### src/rtl/stq_pkg.sv
// Shared constants and types for the sorted timer queue.
`timescale 1ns / 1ps

package stq_pkg;

    localparam int NUM_TIMERS = 16;

    localparam int SLOT_W   = $clog2(NUM_TIMERS);
    localparam int CNT_W    = $clog2(NUM_TIMERS + 1);
    localparam int FIRE_MAX = (NUM_TIMERS < 16) ? NUM_TIMERS : 16;
    localparam int FCNT_W   = $clog2(FIRE_MAX + 1);
    localparam int FIDX_W   = $clog2(FIRE_MAX);

    localparam int KIND_W   = 2;
    localparam int ID_W     = 4;
    localparam int TIME_W   = 48;
    localparam int DELTA_W  = 32;
    localparam int STAMP_W  = 32;
    localparam int MASK_W   = 16;
    localparam int KEY_W    = TIME_W + STAMP_W;

    localparam int S_TDATA_W = 120;
    localparam int M_TDATA_W = 24;

    localparam logic [KIND_W-1:0] KIND_TICK  = 2'd0;
    localparam logic [KIND_W-1:0] KIND_START = 2'd1;
    localparam logic [KIND_W-1:0] KIND_STOP  = 2'd2;

    typedef struct packed {
        logic [TIME_W-1:0]  due;
        logic [DELTA_W-1:0] reload;
        logic [STAMP_W-1:0] stamp;
    } slot_entry_t;

    localparam int ENTRY_W = $bits(slot_entry_t);

    typedef enum logic [5:0] {
        S_IDLE = 6'b000001,
        S_EXEC = 6'b000010,
        S_MARK = 6'b000100,
        S_SCAN = 6'b001000,
        S_FIRE = 6'b010000,
        S_OUT  = 6'b100000
    } state_t;

endpackage

### src/rtl/stq_ram.sv
// Generic single-write, single-read RAM with registered read data.
`timescale 1ns / 1ps

module stq_ram #(
    parameter int WIDTH = 8,
    parameter int DEPTH = 16
) (
    input  logic                     clk,
    input  logic                     we,
    input  logic [$clog2(DEPTH)-1:0] waddr,
    input  logic [WIDTH-1:0]         wdata,
    input  logic [$clog2(DEPTH)-1:0] raddr,
    output logic [WIDTH-1:0]         rdata
);

    logic [WIDTH-1:0] mem [DEPTH];

    always_ff @(posedge clk)
    begin
        if (we)
        begin
            mem[waddr] <= wdata;
        end
        rdata <= mem[raddr];
    end

endmodule

### src/rtl/sorted_timer_queue.sv
// Top level of the sorted timer queue: slot table, scan sequencer and result output.
// Start, stop and unused kinds: S_EXEC runs the beat, then S_OUT offers the single result.
// Tick: S_MARK marks due slots, each fire is an S_SCAN pass plus an S_FIRE step, then S_OUT
// gives one result per cycle while m_tready is high; every pass reads the slot RAM one entry
// a cycle through one shared 80-bit comparator. One item is in work at a time.
// Reset (rst_n low, asynchronous) disarms all slots and clears the stamp counter.
`timescale 1ns / 1ps

module sorted_timer_queue
    import stq_pkg::*;
(
    input  logic                 clk,
    input  logic                 rst_n,
    input  logic                 s_tvalid,
    output logic                 s_tready,
    input  logic [S_TDATA_W-1:0] s_tdata,   // timer_id, now_ms, delay_ms, period_ms, pad
    input  logic [KIND_W-1:0]    s_tuser,   // kind
    output logic                 m_tvalid,
    input  logic                 m_tready,
    output logic [M_TDATA_W-1:0] m_tdata,   // fired_id, active_mask, pad
    output logic                 m_tuser,   // fired
    output logic                 m_tlast
);

    state_t                 state_reg, state_next;
    logic [KIND_W-1:0]      kind_reg, kind_next;
    logic [ID_W-1:0]        id_reg, id_next;
    logic [TIME_W-1:0]      now_reg, now_next;
    logic [DELTA_W-1:0]     timeout_reg, timeout_next;
    logic [DELTA_W-1:0]     repeat_reg, repeat_next;
    logic [NUM_TIMERS-1:0]  armed_reg, armed_next;
    logic [NUM_TIMERS-1:0]  cand_reg, cand_next;
    logic [STAMP_W-1:0]     stamp_reg, stamp_next;
    logic [CNT_W-1:0]       scan_cnt_reg, scan_cnt_next;
    logic                   best_valid_reg, best_valid_next;
    logic [SLOT_W-1:0]      best_idx_reg, best_idx_next;
    logic [TIME_W-1:0]      best_due_reg, best_due_next;
    logic [STAMP_W-1:0]     best_stamp_reg, best_stamp_next;
    logic [DELTA_W-1:0]     best_reload_reg, best_reload_next;
    logic [FCNT_W-1:0]      fcnt_reg, fcnt_next;
    logic [FCNT_W-1:0]      out_ptr_reg, out_ptr_next;
    logic [SLOT_W-1:0]      fire_list_reg [FIRE_MAX];
    logic [SLOT_W-1:0]      fire_list_next [FIRE_MAX];

    logic                   ram_we;
    logic [SLOT_W-1:0]      ram_waddr;
    slot_entry_t            ram_wdata;
    logic [ENTRY_W-1:0]     ram_rdata;
    slot_entry_t            rd_entry;

    logic [SLOT_W-1:0]      proc_idx;
    logic                   scan_last;
    logic                   id_ok;
    logic [SLOT_W-1:0]      id_slot;
    logic [KEY_W-1:0]       cmp_a;
    logic [KEY_W-1:0]       cmp_b;
    logic                   cmp_lt;
    logic [DELTA_W-1:0]     add_delta;
    logic [TIME_W:0]        add_sum;
    logic [TIME_W-1:0]      add_res;
    logic                   out_last;
    logic [31:0]            fid_wide;
    logic [63:0]            armed_wide;

    stq_ram #(
        .WIDTH (ENTRY_W),
        .DEPTH (NUM_TIMERS)
    ) u_slot_ram (
        .clk   (clk),
        .we    (ram_we),
        .waddr (ram_waddr),
        .wdata (ram_wdata),
        .raddr (scan_cnt_reg[SLOT_W-1:0]),
        .rdata (ram_rdata)
    );

    assign rd_entry  = slot_entry_t'(ram_rdata);
    assign proc_idx  = SLOT_W'(scan_cnt_reg - CNT_W'(1));
    assign scan_last = (scan_cnt_reg == CNT_W'(NUM_TIMERS));
    assign id_ok     = (32'(id_reg) < 32'(NUM_TIMERS));
    assign id_slot   = SLOT_W'(id_reg);

    // Shared comparator. While marking, due <= now is tested as
    // not ({now, all ones} < {due, stamp}); while scanning it orders slots.
    always_comb
    begin
        if (state_reg == S_MARK)
        begin
            cmp_a = {now_reg, {STAMP_W{1'b1}}};
            cmp_b = {rd_entry.due, rd_entry.stamp};
        end
        else
        begin
            cmp_a = {rd_entry.due, rd_entry.stamp};
            cmp_b = {best_due_reg, best_stamp_reg};
        end
    end
    assign cmp_lt = (cmp_a < cmp_b);

    // Shared saturating adder for start and re-arm.
    assign add_delta = (state_reg == S_EXEC) ? timeout_reg : best_reload_reg;
    assign add_sum   = {1'b0, now_reg} + (TIME_W + 1)'(add_delta);
    assign add_res   = add_sum[TIME_W] ? {TIME_W{1'b1}} : add_sum[TIME_W-1:0];

    assign out_last = (fcnt_reg == '0) || ((out_ptr_reg + FCNT_W'(1)) == fcnt_reg);

    always_comb
    begin
        state_next       = state_reg;
        kind_next        = kind_reg;
        id_next          = id_reg;
        now_next         = now_reg;
        timeout_next     = timeout_reg;
        repeat_next      = repeat_reg;
        armed_next       = armed_reg;
        cand_next        = cand_reg;
        stamp_next       = stamp_reg;
        scan_cnt_next    = scan_cnt_reg;
        best_valid_next  = best_valid_reg;
        best_idx_next    = best_idx_reg;
        best_due_next    = best_due_reg;
        best_stamp_next  = best_stamp_reg;
        best_reload_next = best_reload_reg;
        fcnt_next        = fcnt_reg;
        out_ptr_next     = out_ptr_reg;
        fire_list_next   = fire_list_reg;
        ram_we           = 1'b0;
        ram_waddr        = best_idx_reg;
        ram_wdata        = '{due: add_res, reload: best_reload_reg, stamp: stamp_reg};
        s_tready         = 1'b0;
        m_tvalid         = 1'b0;

        case (state_reg)
            S_IDLE:
            begin
                s_tready = 1'b1;
                if (s_tvalid)
                begin
                    kind_next    = s_tuser;
                    id_next      = s_tdata[3:0];
                    now_next     = s_tdata[51:4];
                    timeout_next = s_tdata[83:52];
                    repeat_next  = s_tdata[115:84];
                    state_next   = S_EXEC;
                end
            end
            S_EXEC:
            begin
                fcnt_next     = '0;
                out_ptr_next  = '0;
                scan_cnt_next = '0;
                state_next    = S_OUT;
                case (kind_reg)
                    KIND_TICK:
                    begin
                        cand_next  = '0;
                        state_next = S_MARK;
                    end
                    KIND_START:
                    begin
                        if (id_ok)
                        begin
                            ram_we              = 1'b1;
                            ram_waddr           = id_slot;
                            ram_wdata           = '{due: add_res, reload: repeat_reg,
                                                    stamp: stamp_reg};
                            armed_next[id_slot] = 1'b1;
                            stamp_next          = stamp_reg + STAMP_W'(1);
                        end
                    end
                    KIND_STOP:
                    begin
                        if (id_ok)
                        begin
                            armed_next[id_slot] = 1'b0;
                        end
                    end
                    default:
                    begin
                        state_next = S_OUT;
                    end
                endcase
            end
            S_MARK:
            begin
                scan_cnt_next = scan_cnt_reg + CNT_W'(1);
                if (scan_cnt_reg != '0)
                begin
                    cand_next[proc_idx] = armed_reg[proc_idx] && !cmp_lt;
                end
                if (scan_last)
                begin
                    scan_cnt_next   = '0;
                    best_valid_next = 1'b0;
                    state_next      = S_SCAN;
                end
            end
            S_SCAN:
            begin
                scan_cnt_next = scan_cnt_reg + CNT_W'(1);
                if ((scan_cnt_reg != '0) && cand_reg[proc_idx] && (!best_valid_reg || cmp_lt))
                begin
                    best_valid_next  = 1'b1;
                    best_idx_next    = proc_idx;
                    best_due_next    = rd_entry.due;
                    best_stamp_next  = rd_entry.stamp;
                    best_reload_next = rd_entry.reload;
                end
                if (scan_last)
                begin
                    state_next = S_FIRE;
                end
            end
            S_FIRE:
            begin
                if (!best_valid_reg)
                begin
                    state_next = S_OUT;
                end
                else
                begin
                    cand_next[best_idx_reg] = 1'b0;
                    fire_list_next[fcnt_reg[FIDX_W-1:0]] = best_idx_reg;
                    fcnt_next = fcnt_reg + FCNT_W'(1);
                    if (best_reload_reg == '0)
                    begin
                        armed_next[best_idx_reg] = 1'b0;
                    end
                    else
                    begin
                        ram_we     = 1'b1;
                        stamp_next = stamp_reg + STAMP_W'(1);
                    end
                    if ((fcnt_reg + FCNT_W'(1)) == FCNT_W'(FIRE_MAX))
                    begin
                        state_next = S_OUT;
                    end
                    else
                    begin
                        scan_cnt_next   = '0;
                        best_valid_next = 1'b0;
                        state_next      = S_SCAN;
                    end
                end
            end
            S_OUT:
            begin
                m_tvalid = 1'b1;
                if (m_tready)
                begin
                    if (out_last)
                    begin
                        state_next = S_IDLE;
                    end
                    else
                    begin
                        out_ptr_next = out_ptr_reg + FCNT_W'(1);
                    end
                end
            end
            default:
            begin
                state_next = S_IDLE;
            end
        endcase
    end

    always_ff @(posedge clk or negedge rst_n)
    begin
        if (!rst_n)
        begin
            state_reg      <= S_IDLE;
            armed_reg      <= '0;
            cand_reg       <= '0;
            stamp_reg      <= '0;
            scan_cnt_reg   <= '0;
            best_valid_reg <= 1'b0;
            fcnt_reg       <= '0;
            out_ptr_reg    <= '0;
        end
        else
        begin
            state_reg      <= state_next;
            armed_reg      <= armed_next;
            cand_reg       <= cand_next;
            stamp_reg      <= stamp_next;
            scan_cnt_reg   <= scan_cnt_next;
            best_valid_reg <= best_valid_next;
            fcnt_reg       <= fcnt_next;
            out_ptr_reg    <= out_ptr_next;
        end
    end

    always_ff @(posedge clk)
    begin
        kind_reg        <= kind_next;
        id_reg          <= id_next;
        now_reg         <= now_next;
        timeout_reg     <= timeout_next;
        repeat_reg      <= repeat_next;
        best_idx_reg    <= best_idx_next;
        best_due_reg    <= best_due_next;
        best_stamp_reg  <= best_stamp_next;
        best_reload_reg <= best_reload_next;
        fire_list_reg   <= fire_list_next;
    end

    // A step with no expiry reports slot zero; slot numbers keep their low four bits.
    assign fid_wide   = (fcnt_reg == '0) ? 32'd0 : 32'(fire_list_reg[out_ptr_reg[FIDX_W-1:0]]);
    assign armed_wide = 64'(armed_reg);

    assign m_tdata = {{(M_TDATA_W - MASK_W - ID_W){1'b0}}, armed_wide[MASK_W-1:0],
                      fid_wide[ID_W-1:0]};
    assign m_tuser = (fcnt_reg != '0);
    assign m_tlast = out_last;

endmodule

### config.mk
export PLATFORM = sky130hd
export DESIGN_NAME = sorted_timer_queue
export DESIGN_NICKNAME = d
export VERILOG_FILES = /design/src/rtl/stq_pkg.sv /design/src/rtl/stq_ram.sv /design/src/rtl/sorted_timer_queue.sv
export SDC_FILE = /design/constraint.sdc
export NUM_CORES = 2
export LEC_CHECK = 0
export BUFFER_PORTS_ARGS = -buffer_cell sky130_fd_sc_hd__buf_2
export CAP_MARGIN = 5
export CORE_MARGIN = 2
export CORE_UTILIZATION = 38
export DETAILED_ROUTE_END_ITERATION = 8
export HOLD_SLACK_MARGIN = 0.12
export PLACE_DENSITY = 0.63
export SYNTH_ARGS = -nofsm -noshare
export SYNTH_HDL_FRONTEND = slang
export SYNTH_SLANG_ARGS = --single-unit
### constraint.sdc
create_clock -name clk -period 13.2 [get_ports clk]
set_input_delay 0.66 -clock clk [delete_from_list [all_inputs] [get_ports clk]]
set_output_delay 0.66 -clock clk [all_outputs]
set_load 0.02 [all_outputs]
After elaboration in Yosys (flattened, before gate mapping)
Memories as Yosys holds them, arrays and structs flattened. A register that Yosys moved wholly into a read port is not among the register bits.
Index checks and enable logic that the tools add are counted.
Word-level totals
  input port bits: 126
  output and inout bits: 28
  RAM bits: 1792
  bits in registers: 384
  memories kept: 1
  logic and storage cells: 185
Cells by class
  bitwise logic cells: 8
  reductions and logical operators: 32
  add/sub/neg operators: 6
  equal/unequal tests: 26
  multiplexer cells: 69
  order comparisons: 10
Memory list
  u_slot_ram.mem: depth 16, width 112, read ports 1, clocked after Yosys merged registers in 1, wr ports 1, RTL line stq_ram.sv:16  | logic [WIDTH-1:0] mem [DEPTH];
Operator list (count)
  2-to-1 mux 80 bit: 2
  2-to-1 mux 32 bit: 4
  2-to-1 mux 64 bit: 2
  < comparator 80 bit: 1
  2-to-1 mux 16 bit: 5
  bitwise mux 64 bit: 1
  one-hot mux 16 bit (2 select lines): 2
  one-hot mux 32 bit (2 select lines): 1
  adder 48 x 32 -> 49 bit: 1
  bitwise AND 16 bit: 3
  2-to-1 mux 48 bit: 1
  2-to-1 mux 6 bit: 8
  one-hot mux 16 bit (3 select lines): 1
  one-hot mux 6 bit (6 select lines): 1
  adder 32 x 1 -> 32 bit, second input constant: 1
  logical NOT 32 bit: 1
  inverter 16 bit: 2
  2-to-1 mux 5 bit: 6
  2-to-1 mux 4 bit: 6
  != test 2 bit, second input constant: 11
  one-hot mux 5 bit (2 select lines): 2
  one-hot mux 5 bit (4 select lines): 1
  binary-select mux 4 bit (select 4 bit): 1
  bitwise mux 16 bit: 1
  other kinds (39): 86

Depth between registers and ports, before layout
  depth after elaboration: 9
  depth in mapped cells: 17
  depth with buffers taken out: 14

Hierarchy
From an unflattened synthesis, not the netlist that was laid out.
Unflattened totals
  cell total of the unflattened synthesis: 4643
  area, all modules: 90065.1 um2
By module, submodules not included
  stq_ram: cells each 2864, area each 69170.1 um2, instances 1
  sorted_timer_queue: cells each 1779, area each 20895.0 um2, instances 1

Worst setup path after synthesis
No wires, ideal clock.
  kind: reg2reg
  start: register state_reg[5]
  end: register best_due_reg[0] (enable)
  library setup time: 0.629 ns
  stages on the path, launching flop included: 17
  path slack: 3.565 ns
  arrival: 9.006 ns
  cells stage by stage: dfrtp_1 > or4_1 > nor3b_1 > clkbuf_1 > clkbuf_1 > nand2_1 > nand2_1 > ha_1 > a21o_1 > a21o_1 > a21oi_1 > nor2_1 > a211oi_1 > o21ai_0 > nor4_1 > o41ai_1 > a21oi_1
Between the ends
  longest elaborated chain between the ends: 6
  elaborated cells between the ends (all ways): 8
RTL lines
  from (decl): RTL line sorted_timer_queue.sv:25  | state_t state_reg, state_next;
  from (signal assigned): RTL line sorted_timer_queue.sv:283  | state_reg <= state_next;
  == test 6 x 3 -> 1 bit: RTL line sorted_timer_queue.sv:87  | if (state_reg == S_MARK)
  2-to-1 mux 80 bit: RTL line sorted_timer_queue.sv:87
  < comparator 80 bit: RTL line sorted_timer_queue.sv:98  | assign cmp_lt = (cmp_a < cmp_b);
  logical OR 1 bit: RTL line sorted_timer_queue.sv:201  | if ((scan_cnt_reg != '0) && cand_reg[proc_idx] && (!best_valid_reg || cmp_lt))
  logical AND 1 bit: RTL line sorted_timer_queue.sv:201
  AND reduction 2 bit (no line) (*)
  to (signal assigned): RTL line sorted_timer_queue.sv:302  | best_due_reg <= best_due_next;
  to (decl): RTL line sorted_timer_queue.sv:37  | logic [TIME_W-1:0] best_due_reg, best_due_next;
Mark *: on every way between the ends. The rest lies on a longest branch, timed or not.
A chain may end at the register's enable or synchronous reset.

Worst setup path after layout
  start: register state_reg[0]
  end: register best_reload_reg[0] (enable)
Between the ends
  longest elaborated chain between the ends: 6
  elaborated cells between the ends (all ways): 8
RTL lines
  == test 6 x 3 -> 1 bit: RTL line sorted_timer_queue.sv:87
  2-to-1 mux 80 bit: RTL line sorted_timer_queue.sv:87
  < comparator 80 bit: RTL line sorted_timer_queue.sv:98
  logical OR 1 bit: RTL line sorted_timer_queue.sv:201
  logical AND 1 bit: RTL line sorted_timer_queue.sv:201
  AND reduction 2 bit (no line) (*)
  to (signal assigned): RTL line sorted_timer_queue.sv:304  | best_reload_reg <= best_reload_next;
  to (decl): RTL line sorted_timer_queue.sv:39  | logic [DELTA_W-1:0] best_reload_reg, best_reload_next;
Marks and branches as above.

==> impl_metrics.tcl <==
set metrics [dict create \
    stdcell_count 8169 \
    slew_headroom_pct 14.7 \
    synth_common_cells "edfxtp_1 (2090), mux4_2 (589), nand2_1 (347)" \
    r2r_cells 17 \
    hold_path_class "in -> reg" \
    clk_latency_ns 0.88 \
    placed_cell_area_sq_mm 0.0949 \
    area_growth_syn_to_layout_pct 15.2 \
    irDropWorstVdd_uv 171 \
    synthSimpleGateAreaFrac_pct 3.55 \
    drcViolationCount 0 \
    cp_max_fo 64 \
    path_common_cell "buf_4" \
    path_class "reg -> reg" \
    path_cells "nor4_1 > nand3b_1 > buf_4 > buf_4 > mux2i_1 > ha_1 > a21o_1 > a21o_1 > a21oi_1 > nor2_1 > a2111oi_0 > o2111ai_1 > a21oi_1 > o41ai_1 > buf_4 > a21oi_4 > buf_4" \
    grt_usage_pct 17.5 \
    crit_end "best_reload_reg[0]" \
    grt_max_degree 141 \
    nFillCells 20100 \
    clk_pin_slew_worst_paths_ns 0.06 \
    die_h_um 491 \
    post_drt_via_cell_ratio 5.48 \
    wl_mm 214 \
    synth.largest_area_cell "edfxtp_1" \
    fin_setup_tns_ns 0 \
    cpPeakStageDelay_ns 0.95 \
    max_cap_viol_count 0 \
    start_util_pct 38.2 \
    pwr-share-seq_pct 48.2 \
    cp-start-kind "flip-flop" \
    p_int_mw 13.8 \
    place_congestion 0.848 \
    nets 5069 \
    fp.dieW_um 491 \
    cts_buffers 223 \
    cts_sinks 2288 \
    crit_start "state_reg[0]" \
    grt_antenna_before_repair 9 \
    synth_enable_flop_cells 2090 \
    fin_area_sq_mm 0.104 \
    power.switching_mw 4.55 \
    synth.area.top_cells "edfxtp_1 (70%), mux4_2 (15%), dfxtp_1 (2.5%)" \
    crit_arrival_ns 7.46 \
    power_frac_comb_pct 15.6 \
    rsz0062_at_grt "false" \
    first_global_vias 45500 \
    total_leakage_power_nw 33.9 \
    drt_first_pass_iters 6 \
    synth_mux_area_share_pct 16.1 \
    rows 178 \
    via_count 44700 \
    r2r_start "state_reg[0]" \
    status "finished, final reports clean" \
    io_pins 154 \
    clk_path_buf_depth 3 \
    yosys.area_share.adder_pct 1.73 \
    port_buffers 145 \
    antenna_left 0 \
    cp.required_ns 13.67 \
    cts_root_buffer "clkbuf_16" \
    syn-cell-area_sq_mm 0.0901 \
    pwr-share-clk_pct 36.2 \
    yosysTopAreaCellShare_pct 69.6 \
    place_hpwl_mm 109 \
    syn_area_per_cell_sq_um 20.2 \
    htree_num_levels 4 \
    fmax_ghz 0.143 \
    reg2reg_to "best_reload_reg[0]" \
    post-synth-top-count-cell "edfxtp_1" \
    post_synth_xor_area_fraction_pct 0.758 \
    die_area_sq_mm 0.241 \
    async_reset_ff_share_pct 3.76 \
    hold_violations 0 \
    crit_path_end_kind "flip-flop" \
    synth.ff_latch_count 2288 \
    route.detailed.wl_per_inst_um 26.2 \
    grt_first_pass_wirelength_mm 314 \
    synth_compound_area_share_pct 2.41 \
    yosysUniqueCellTypes 74 \
    finalMaxSlewViolations 0 \
    report.final.setup_viol 0 \
    r2r_setup_slack_ns 6.21 \
    finalClockSkew_ns 0.0552 \
    synth_ff_type "edfxtp_1" \
    dpl.cell_count 7623 \
    drt_iter0_markers 4049 \
    yosysWarningCount 0 \
    switching_share_pct 24.8 \
    core_sq_mm 0.236 \
    drive_gt1_share_pct 24.4 \
    slowest_stage "buf_4" \
    layout_min_cycle_time_ns 6.99 \
    worstMarginPinSlew_ns 1.27 \
    ys_seq_area_share_pct 74.5 \
    grt_overflow 0 \
    post_cts_buffers 0 \
    timing.final.crit_share_pct 53.0 \
    powerDensity_mw_per_mm2 176 \
    syn_inst 4455 \
    largest_register_ffs 1792 \
    synth_top_family_by_area "multiplexers" \
    tritoncts "built" \
]
worst min path at each step:
stage	to	slack (ns)	startpoint	cells after the start
after CTS	out_ptr_reg[3]	0.17	m_tready	3
after global placement	best_reload_reg[3]	0.39	u_slot_ram.rdata[35]	0
after detailed placement	best_reload_reg[28]	0.39	u_slot_ram.rdata[60]	0
after global routing	out_ptr_reg[3]	0.24	m_tready	3
final	out_ptr_reg[3]	0.25	m_tready	3
after floorplan	asynchronous set/reset pin	0.36	rst_n	0
cell usage in the layout, fill, tap and decap left out, types with 32 or more instances in the layout:
cell	netlist	final
a21o_1	50	50
a21oi_1	99	98
and3_1	37	37
buf_2	1	144
buf_4	5	59
bufinv_16	0	34
clkbuf_1	139	51
clkbuf_16	0	223
clkinv_1	0	32
dfrtp_1	85	81
dfxtp_1	112	112
dlygate4sd3_1	0	120
edfxtp_1	2090	2090
ha_1	123	123
mux2_2	34	34
mux2i_1	82	82
mux4_2	589	589
nand2_1	347	347
nand2b_1	41	41
nand3_1	33	32
nor2_1	94	78
o21ai_0	84	83
xnor2_1	45	45
xor2_1	33	33
power groups by stage:
stage | clock [mW] | combinational, mW | sequential [mW]
floorplan | 0 | 2.17 | 8.86
global placement | 0 | 2.81 | 8.98
detailed placement | 0 | 2.87 | 8.99
CTS | 6.74 | 2.91 | 8.84
global route | 7.01 | 3.13 | 8.86
finish | 6.63 | 2.85 | 8.83
kinds of logic (layout without fill, tap and decap cells):
logic type                 Yosys count  after routing
AOI/OAI and AO/OA                  344            344
xor gates and xnor gates            78             78
adders and majority gates          124            124
buffers and inverters              232            791
DFF                               2288           2288
muxes                              705            705
other                                1              6
and+or+nand+nor                    683            683
layer usage:
layer	global-route usage [%]	wire length (um)	vias to the layer above
met1	24.5	91000	23900
met5	0	60	-
met2	29.1	107000	1519
met4	4.31	4340	8
met3	2.48	12400	283
li1	-	-	19000
stage by stage:
step	power [mW]	hold WS, ns	util, %	worst slack, ns
2_1_floorplan	11.0	0.364	-	3.56
3_3_place_gp	11.8	0.386	40.3	6.27
3_5_place_dp	11.9	0.389	40.3	6.22
4_1_cts	18.5	0.170	44.1	6.14
5_1_grt	19.0	0.240	44.1	5.84
6_report	18.3	0.249	44.1	6.21
layout make-up:
type                       instances  area [sq um]  area share (%)
antenna                            2          5.00         0.00482
clock buffer                     289          5980            5.76
clock inverter                   134          1730            1.67
inverter                          29           109           0.105
multi-input combinational       1938         22300            21.4
sequential                      2288         67200            64.7
tap                             3150          3940            3.79
timing repair buffer             339          2670            2.57
what timing repair did:
item / CTS / global route
hold buffers: 120 / 0
resized for setup: 0 / 0
hold endpoints to repair: 153 / 0
critical path, delay by kind of cell, from the launching register on:
kind                     cells  cell delay (ns)
AO/OA/AOI/OAI                8             2.43
adder cells (fa/ha/maj)      1             0.27
buffers and inverters        4             2.55
flip-flops                   1             0.57
multiplexers                 1             0.28
AND/OR/NAND/NOR              3             0.22
Power figures use the tool's default switching activity.
